==> config.mk <==
export PLATFORM = sky130hd
export DESIGN_NAME = base64_stream_decoder_top
export DESIGN_NICKNAME = d
export VERILOG_FILES = /design/src/rtl/b64dec_pkg.sv /design/src/rtl/b64dec_classify.sv /design/src/rtl/base64_stream_decoder_top.sv
export SDC_FILE = /design/constraint.sdc
export NUM_CORES = 1
export LEC_CHECK = 0
export ABC_AREA = 1
export BUFFER_PORTS_ARGS = -buffer_cell sky130_fd_sc_hd__buf_2
export CELL_PAD_IN_SITES_DETAIL_PLACEMENT = 2
export CELL_PAD_IN_SITES_GLOBAL_PLACEMENT = 2
export CORE_UTILIZATION = 37
export CTS_CLUSTER_SIZE = 40
export DETAILED_ROUTE_END_ITERATION = 10
export GPL_TIMING_DRIVEN = 0
export MAX_ROUTING_LAYER = met4
export PLACE_DENSITY = 0.95
export SLEW_MARGIN = 20
export SYNTH_ARGS = -nofsm -noshare
export SYNTH_HDL_FRONTEND = slang
export SYNTH_SLANG_ARGS = --single-unit
==> constraint.sdc <==
create_clock -name clk -period 4.4 [get_ports clk]
set_input_delay 0.66 -clock clk [delete_from_list [all_inputs] [get_ports clk]]
set_output_delay 0.66 -clock clk [all_outputs]
set_load 0.01 [all_outputs]
==> src/rtl/b64dec_pkg.sv <==
// shared types and constants for the base64 stream decoder
// no dependencies
`default_nettype none

package b64dec_pkg;

    localparam int ByteW   = 8;
    localparam int SextetW = 6;
    localparam int PosW    = 2;

    localparam logic [ByteW-1:0] CHR_SPACE   = 8'h20;
    localparam logic [ByteW-1:0] CHR_NEWLINE = 8'h0A;
    localparam logic [ByteW-1:0] CHR_PAD     = 8'h3D;
    localparam logic [ByteW-1:0] CHR_PLUS    = 8'h2B;
    localparam logic [ByteW-1:0] CHR_SLASH   = 8'h2F;
    localparam logic [ByteW-1:0] CHR_UP_A    = 8'h41;
    localparam logic [ByteW-1:0] CHR_UP_Z    = 8'h5A;
    localparam logic [ByteW-1:0] CHR_LO_A    = 8'h61;
    localparam logic [ByteW-1:0] CHR_LO_Z    = 8'h7A;
    localparam logic [ByteW-1:0] CHR_DIG_0   = 8'h30;
    localparam logic [ByteW-1:0] CHR_DIG_9   = 8'h39;

    localparam logic [SextetW-1:0] SEXT_LO_OFS  = 6'd26;
    localparam logic [SextetW-1:0] SEXT_DIG_OFS = 6'd52;
    localparam logic [SextetW-1:0] SEXT_PLUS    = 6'd62;
    localparam logic [SextetW-1:0] SEXT_SLASH   = 6'd63;

    localparam logic KIND_DATA  = 1'b0;
    localparam logic KIND_ERROR = 1'b1;

    typedef struct packed {
        logic [SextetW-1:0] sextet;
        logic               is_pad;
        logic               is_bad;
        logic               is_space;
    } char_class_t;

endpackage

`default_nettype wire

==> src/rtl/b64dec_classify.sv <==
// character classifier: maps one ascii character to a sextet or a class flag
// depends on b64dec_pkg
`default_nettype none

module b64dec_classify
    import b64dec_pkg::*;
(
    input  wire logic [ByteW-1:0] chr,
    output char_class_t           cls
);

    logic [ByteW-1:0] ofs;

    always_comb
    begin
        ofs          = '0;
        cls.sextet   = '0;
        cls.is_pad   = 1'b0;
        cls.is_bad   = 1'b0;
        cls.is_space = (chr == CHR_SPACE) || (chr == CHR_NEWLINE);
        priority if (chr >= CHR_UP_A && chr <= CHR_UP_Z)
        begin
            ofs        = chr - CHR_UP_A;
            cls.sextet = ofs[SextetW-1:0];
        end
        else if (chr >= CHR_LO_A && chr <= CHR_LO_Z)
        begin
            ofs        = chr - CHR_LO_A;
            cls.sextet = ofs[SextetW-1:0] + SEXT_LO_OFS;
        end
        else if (chr >= CHR_DIG_0 && chr <= CHR_DIG_9)
        begin
            ofs        = chr - CHR_DIG_0;
            cls.sextet = ofs[SextetW-1:0] + SEXT_DIG_OFS;
        end
        else if (chr == CHR_PLUS)
        begin
            cls.sextet = SEXT_PLUS;
        end
        else if (chr == CHR_SLASH)
        begin
            cls.sextet = SEXT_SLASH;
        end
        else if (chr == CHR_PAD)
        begin
            cls.is_pad = 1'b1;
        end
        else
        begin
            cls.is_bad = 1'b1;
        end
    end

endmodule

`default_nettype wire

==> src/rtl/base64_stream_decoder_top.sv <==
// base64 stream decoder, top level
// depends on b64dec_pkg and b64dec_classify
//
// usage:
//   input channel: one character per beat on in_byte, or an end marker
//   (end_mark high, in_byte ignored) that drops a partial group and clears
//   the halt after an error. output channel: one beat per decoded byte
//   (kind = data) or for the first bad character in strict mode (kind = error,
//   out_byte zero) and halts. characters that produce nothing give no output
//   beat. configuration: cfg_data bit 0 sets skip_bad_characters; cfg_ready is
//   always high, write only while the decoder is idle.
//   a result passes from the input register to the result register.
//   throughput: one character per cycle while the output does not stall,
//   with group position and previous sextet updated once per character.
//   reset: group position, previous sextet, halt and the mode bit clear,
//   both pipeline registers empty.
//   a stall on the output holds the result register; the input register then
//   holds its beat and in_stall rises once it is occupied.
`default_nettype none

module base64_stream_decoder_top
    import b64dec_pkg::*;
(
    input  wire logic             clk,
    input  wire logic             rst_n,
    input  wire logic             in_valid,
    output      logic             in_stall,
    input  wire logic [ByteW-1:0] in_byte,
    input  wire logic             end_mark,
    output      logic             out_valid,
    input  wire logic             out_stall,
    output      logic [ByteW-1:0] out_byte,
    output      logic             kind,
    input  wire logic             cfg_valid,
    output      logic             cfg_ready,
    input  wire logic             cfg_data
);

    logic               skip_reg;
    logic               s1_valid_reg;
    logic [ByteW-1:0]   s1_byte_reg;
    logic               s1_end_reg;
    logic [PosW-1:0]    pos_reg, pos_next;
    logic [SextetW-1:0] prev_reg, prev_next;
    logic               halted_reg, halted_next;
    logic               out_valid_reg;
    logic [ByteW-1:0]   out_byte_reg, out_byte_next;
    logic               kind_reg, kind_next;
    logic               res_valid;
    logic               out_free;
    logic               advance;
    char_class_t        cls;

    b64dec_classify u_classify (
        .chr (s1_byte_reg),
        .cls (cls)
    );

    assign out_free  = !out_valid_reg || !out_stall;
    assign advance   = s1_valid_reg && out_free;
    assign in_stall  = s1_valid_reg && !out_free;
    assign cfg_ready = 1'b1;
    assign out_valid = out_valid_reg;
    assign out_byte  = out_byte_reg;
    assign kind      = kind_reg;

    always_comb
    begin
        pos_next      = pos_reg;
        prev_next     = prev_reg;
        halted_next   = halted_reg;
        res_valid     = 1'b0;
        out_byte_next = '0;
        kind_next     = KIND_DATA;
        priority if (s1_end_reg)
        begin
            pos_next    = '0;
            halted_next = 1'b0;
        end
        else if (halted_reg)
        begin
        end
        else if (pos_reg == '0 && cls.is_space)
        begin
        end
        else if (cls.is_pad)
        begin
            pos_next = '0;
        end
        else if (cls.is_bad)
        begin
            pos_next = '0;
            if (!skip_reg)
            begin
                halted_next = 1'b1;
                res_valid   = 1'b1;
                kind_next   = KIND_ERROR;
            end
        end
        else
        begin
            prev_next = cls.sextet;
            pos_next  = pos_reg + 1'b1;
            unique case (pos_reg)
                2'd0:
                begin
                end
                2'd1:
                begin
                    res_valid     = 1'b1;
                    out_byte_next = {prev_reg, cls.sextet[5:4]};
                end
                2'd2:
                begin
                    res_valid     = 1'b1;
                    out_byte_next = {prev_reg[3:0], cls.sextet[5:2]};
                end
                default:
                begin
                    res_valid     = 1'b1;
                    out_byte_next = {prev_reg[1:0], cls.sextet};
                end
            endcase
        end
    end

    always_ff @(posedge clk or negedge rst_n)
    begin
        if (!rst_n)
        begin
            skip_reg      <= 1'b0;
            s1_valid_reg  <= 1'b0;
            pos_reg       <= '0;
            prev_reg      <= '0;
            halted_reg    <= 1'b0;
            out_valid_reg <= 1'b0;
        end
        else
        begin
            if (cfg_valid && cfg_ready)
            begin
                skip_reg <= cfg_data;
            end
            if (in_valid && !in_stall)
            begin
                s1_valid_reg <= 1'b1;
            end
            else if (advance)
            begin
                s1_valid_reg <= 1'b0;
            end
            if (advance)
            begin
                pos_reg       <= pos_next;
                prev_reg      <= prev_next;
                halted_reg    <= halted_next;
                out_valid_reg <= res_valid;
            end
            else if (out_valid_reg && !out_stall)
            begin
                out_valid_reg <= 1'b0;
            end
        end
    end

    always_ff @(posedge clk)
    begin
        if (in_valid && !in_stall)
        begin
            s1_byte_reg <= in_byte;
            s1_end_reg  <= end_mark;
        end
        if (advance)
        begin
            out_byte_reg <= out_byte_next;
            kind_reg     <= kind_next;
        end
    end

endmodule

`default_nettype wire
==> flow_summary.ini, run 1 <==
[layout]
final_core_util = 0.4335
stdcell_area_sq_um = 2551
final_cell_mix = nand2_1, inv_1, nand3_1
drive_gt1_frac = 0.2349
mostFrequentLayoutCell = nand2_1
antenna_cells = 0
final_nets = 344
syn2layout_area_growth_pct = 13.66

[logic_synthesis]
synthArstFlopShare = 0.4000
ys_seq_elements = 30
netlist-cell-type-count = 32
syn_avg_cell_area_sq_um = 7.960
synth_edf_count = 18
netlist_area_sq_um = 2245
synth_top_flop_cell = edfxtp_1
seq_area_frac_synth = 0.3746
synthCells = 282
yosysWarnings = 0
syn_nets = 312

[run]
drv_cap = 0

[setup_path]
cp-end-kind = flip-flop
crit_top_cell = nand2_1
cp_max_fo = 8
cp.required_ns = 4.46
max_stage_delay_ns = 0.47
path_cells = inv_1, ha_1, inv_1, nand2_1, nand2_1, nand2_1, nand3_2, nand3_1, nand3_1, nand2_1, nand3_1, nand2_1, inv_1
setup.worst_path.class = reg2reg
crit_slowest_cell = edfxtp_1
cp-start-kind = flip-flop
cp_data_arrival_time_ns = 2.62

[place]
dpl.hpwl_microns = 5019
place_area_sq_um = 2464
place_congestion = 0.8359
io_buffers = 25
dp_slack_ns = 1.875

[run_status]
outcome = finished clean

[floorplan]
coreArea_sq_um = 5886
std_cell_rows = 28
die_w_microns = 79.89
start_util = 0.3814
die_h_microns = 79.89
die_area_sq_um = 6382
ioPinCount = 27

[timing]
fin_crit_sh = 0.5826
finalMaxSlewViolations = 0
finClkSkew_ns = 0.006884
finalSetupViolCount = 0
slew_headroom = 0.5564
max_freq_mhz = 390.1
grt_setup_unrepaired = no
fin_ws_ns = 1.837
hold_viol = 0
fin_crit_ns = 2.563
worst_pin_slew_ns = 0.6646
fin_setup_tns_ns = 0

[global_route]
grt_remaining_overflow = 0
grt_max_degree = 14
grt_pass1_wl_microns = 11540
grt_pass1_vias = 2299
grt_use_total = 0.2486
antenna_found_initial = 0

[pwr]
total_leakage_power_nw = 1.234
power_density_nw_per_um2 = 344.6
ir_drop_mv = 0.1874
power.total_uw = 879.1

[clock_tree]
cts_hold_buffers = 0
htree_levels = 2
cts_max_path_buffers = 2
numCtsBuffers = 5
cts.reportedPaths.clkPinSlew_ns = 0.08
clkSinkCount = 30
cts_tree = done
clockRootBuffer = clkbuf_8
cts_setup_buffers = 0
clk_latency_ns = 0.29
post_cts_resized = 0

[detailed_routing]
drt_pre_antenna_iters = 4
drcViolationCount = 0
wl_microns = 6954
wl_per_cell_microns = 17.83
drt_iter0_drc = 49
dr_total_vias = 2037
post_drt_via_cell_ratio = 5.223
final_antenna_net_count = 0

[worst_hold_path]
hp-class = in2async
-- cell usage after synthesis (2+ instances only) --
cell type | count | area, sq um
nand2_1 | 79 | 296.5
inv_1 | 34 | 127.6
nand3_1 | 32 | 160.2
edfxtp_1 | 18 | 540.5
ha_1 | 15 | 187.7
nor2_1 | 15 | 56.30
dfrtp_1 | 12 | 300.3
a21oi_1 | 10 | 50.05
o21ai_0 | 8 | 40.04
nand2_2 | 7 | 43.79
nand2_4 | 7 | 78.83
xor2_1 | 6 | 52.55
inv_2 | 5 | 18.77
o21ai_2 | 5 | 43.79
nor2_2 | 4 | 25.02
nand3_2 | 3 | 30.03
nand4_1 | 3 | 18.77
nor2_4 | 3 | 33.78
buf_2 | 2 | 10.01
nand3b_1 | 2 | 15.01
-- worst max-delay path: cells and delay by family (launching register included) --
kind	cells	cell delay (ns)
AND/OR/NAND/NOR	9	1.11
flip-flops	1	0.47
buffers and inverters	3	0.45
adder cells (fa/ha/maj)	1	0.28
-- final cells by class --
cell class	count	area (sq um)
Timing Repair Buffer	25	125.1
Tap cell	75	93.84
Buffer	3	17.52
Fill cell	708	3334
Multi-Input combinational cell	209	1239
Clock inverter	3	16.27
Sequential cell	30	840.8
Clock buffer	5	68.82
Inverter	40	150.1
-- path summary, 6_finish.rpt --
| path | end | slack, ns | startpoint | cells after the start |
|---|---|---|---|---|
| worst max-delay path | out_byte[0] | 1.84 | s1_byte_reg[0] | 13 |
| worst min-delay path | prev_reg[0] | 0.24 | rst_n | 1 |
| worst max register to register | out_byte[0] | 1.84 | s1_byte_reg[0] | 13 |
| worst min register to register | prev_reg[4] | 0.50 | prev_reg[4] | 2 |
| max in group asynchronous | halted_reg | 3.93 | rst_n | 1 |
| min in group clk | prev_reg[4] | 0.50 | prev_reg[4] | 2 |
-- metal layers --
layer,track usage,share of wire,up-vias
li1,-,-,966
met5,-,0,-
met2,0.4496,0.53,43
met4,0.06964,0.012,0
met3,0.04114,0.033,9
met1,0.2814,0.42,1019
-- metrics by stage --
stage | cells | hold slack (ns)
2_1_floorplan | 282 | 0.3644
6_report | 390 | 0.2399
4_1_cts | 390 | 0.2560
3_5_place_dp | 382 | 0.4742
5_1_grt | 390 | 0.2525
3_3_place_gp | 382 | 0.4635
-- cells by family (layout without fill, tap and decap cells) --
logic type               after synthesis  count (layout)  synth area share
buffers and inverters                 43              76           0.07469
flip-flops                            30              30            0.3746
other                                  1               1          0.001671
adder cells (fa/ha/maj)               15              15           0.08361
XOR/XNOR                               7               7           0.02731
multiplexers                           1               1          0.004459
AO/OA/AOI/OAI                         26              26           0.06801
AND/OR/NAND/NOR                      159             159            0.3657
-- power breakdown --
part,internal [mW],switching (mW),leakage [nW],total [mW]
clock network,0.108,0.121,0.0416,0.229
logic,0.0874,0.179,0.857,0.267
registers,0.350,0.0332,0.335,0.383
total,0.546,0.333,1.23,0.879
Power figures use the tool's default switching activity.
==> run 2, diff against run 1 <==
- ABC_AREA: 1 -> 0
- PLACE_DENSITY: 0.95 -> 0.92
- clock period: 4.4 -> 2.46 ns (I/O delays scaled with it)
==> flow_summary.ini, run 2 <==
[run_status]
outcome = finished, violations left
violations = setup timing

[place]
dpl.hpwl_microns = 4445
io_buffers = 25
dp_slack_ns = -0.5760
place_congestion = 0.8131

[layout]
final_cell_mix = buf_4, buf_2, edfxtp_1
syn2layout_area_growth_pct = 43.22
drive_gt1_frac = 0.4345
final_core_util = 0.5557
multi_input_area_sq_um = 1306
fillCellCount = 529
final_nets = 296
antenna_cells = 0
mostFrequentLayoutCell = buf_4
ff_latch_area_sq_um = 840.8

[detailed_routing]
post_drt_via_cell_ratio = 6.249
final_antenna_net_count = 0
drt_iter0_drc = 147
drcViolationCount = 0
wl_per_cell_microns = 29.68
drt_pre_antenna_iters = 5
dr_total_vias = 2106
wl_microns = 10000

[floorplan]
std_cell_rows = 26
ioPinCount = 27
die_w_microns = 75.42
die_h_microns = 75.42
coreArea_sq_um = 5140
die_area_sq_um = 5688
start_util = 0.3880

[logic_synthesis]
synth.most_common_cell = edfxtp_1
seq_area_frac_synth = 0.4216
synth_compound_area_frac = 0.2108
synth_area_leader_cell = edfxtp_1
synth_top_area_share = 0.2710
synth.area.top_cells = edfxtp_1, dfrtp_1, ha_1, o21ai_0, inv_1
syn_avg_cell_area_sq_um = 10.18
yosysWarnings = 0
yosys.area_share.adder = 0.09410
synth_edf_count = 18
ys_seq_elements = 30
ys_top_cells_by_count = edfxtp_1, ha_1, inv_1, nand2_1, o21ai_0
syn_nets = 226
yosys.area_share.simple = 0.1907
netlist_area_sq_um = 1994
synth_top_flop_cell = edfxtp_1
synthArstFlopShare = 0.4000
synth_top_family_by_area = compound AO/OA/AOI/OAI gates
netlist-cell-type-count = 56
synth_mux_area_frac = 0.02258
synthCells = 196
synthXorXnorAreaFrac = 0.01757

[timing]
max_freq_mhz = 353.3
fin_ws_ns = -0.3704
finalMaxSlewViolations = 0
fin_crit_ns = 2.830
finClkSkew_ns = 0.01407
fin_crit_sh = 1.151
finalSetupViolCount = 14
slew_headroom = 0.4722
grt_setup_unrepaired = yes
hold_viol = 0
worst_pin_slew_ns = 0.7870

[global_route]
grt_pass1_wl_microns = 12280
antenna_found_initial = 0
grt.busiest_layer = met2
grt_use_met3 = 0.06349
met2_usage = 0.5248
grt_remaining_overflow = 0
grt_use_total = 0.3154
grt_pass1_vias = 2149
grt_max_degree = 15
grt.met1_usage = 0.3770

[clock_tree]
numCtsBuffers = 5
clk_latency_ns = 0.30
cts_tree = done
clkSinkCount = 30
htree_levels = 2
cts.reportedPaths.clkPinSlew_ns = 0.08
clockRootBuffer = clkbuf_8
cts_max_path_buffers = 2

[pwr]
p_switching_uw = 535.2
internal_power_mw = 1.064
ir_drop_mv = 0.5111
power_density_nw_per_um2 = 559.9
pwr-share-clk = 0.311
p_sw_frac = 0.3346
p_seq_frac = 0.413
total_leakage_power_nw = 1.174
comb_power_share = 0.276

[setup_path]
cp_data_arrival_time_ns = 2.95
cp_max_fo = 6
setup.worst_path.class = reg2reg
cp-start-kind = flip-flop
cp.required_ns = 2.58
cp-end-kind = flip-flop

[worst_hold_path]
hp-class = in2reg

[run]
drv_cap = 0
run 2: per-stage QoR:
stage | TNS (ns) | instance area [sq um] | instances | power [mW] | hold WS (ns)
2_1_floorplan | 0 | 2023 | 196 | 0.8202 | 0.07341
3_3_place_gp | -2.660 | 2236 | 291 | 0.9001 | 0.2641
3_5_place_dp | -3.905 | 2240 | 291 | 0.9237 | 0.2656
4_1_cts | -0.1677 | 2631 | 321 | 1.477 | 0.2515
5_1_grt | -3.503 | 2856 | 337 | 1.643 | 0.2396
6_report | -2.341 | 2856 | 337 | 1.599 | 0.2457
run 2: final timing paths:
kind | from | end | slack [ns] | cells past startpoint
setup / recovery | s1_byte_reg[2] | out_byte[2] | -0.37 | 9
hold / removal | in_byte[7] | s1_byte_reg[7] | 0.25 | 1
setup reg to reg | s1_byte_reg[2] | out_byte[2] | -0.37 | 9
hold reg to reg | s1_end_reg | halted_reg | 0.53 | 1
max in group asynchronous | rst_n | out_valid | 1.71 | 2
min in group asynchronous | rst_n | prev_reg[0] | 0.49 | 2
run 2: cells by family after synthesis:
logic type | count (synthesis)
AND/OR/NAND/NOR | 63
AO/OA/AOI/OAI | 59
flip-flops | 30
buffers and inverters | 20
adder cells (fa/ha/maj) | 15
XOR/XNOR | 4
multiplexers | 4
other | 1
run 2: per-layer routing:
layer	up-vias	routed length, microns
met5	-	0
met4	0	311
met3	28	612
met2	112	4712
met1	1085	4364
li1	881	-
run 2: power groups by stage:
stage | registers (mW) | clock network, mW | logic [mW]
4_1_cts | 0.644 | 0.498 | 0.336
6_report | 0.660 | 0.498 | 0.442
3_3_place_gp | 0.653 | 0 | 0.247
3_5_place_dp | 0.660 | 0 | 0.264
5_1_grt | 0.665 | 0.521 | 0.457
2_1_floorplan | 0.650 | 0 | 0.170
run 2: timing repair:
action,4_1_cts,5_1_grt
buffers inserted,21,16
cloned,0,1
gates resized for setup,27,24
endpoints found under the setup margin,18,19
hold buffers,1,0
endpoints found under the hold margin,12,0
pin swaps,14,9
run 2: cell type report:
type | instances | share of cell area
flip-flops and latches | 30 | 0.2943
clock buffers | 8 | 0.03898
plain buffers | 5 | 0.009636
multi-input cells | 147 | 0.4573
well taps | 70 | 0.03066
repair buffers | 62 | 0.1485
inverters | 15 | 0.02059
run 2: critical path, cell delays in order (launching register included):
cell      delay (ns)
edfxtp_1        0.54
inv_4           0.11
buf_4           0.16
ha_1            0.21
nor2b_1         0.18
o21a_2          0.26
o31ai_1         0.58
nand2b_1        0.23
a21oi_1         0.11
o32ai_2         0.28
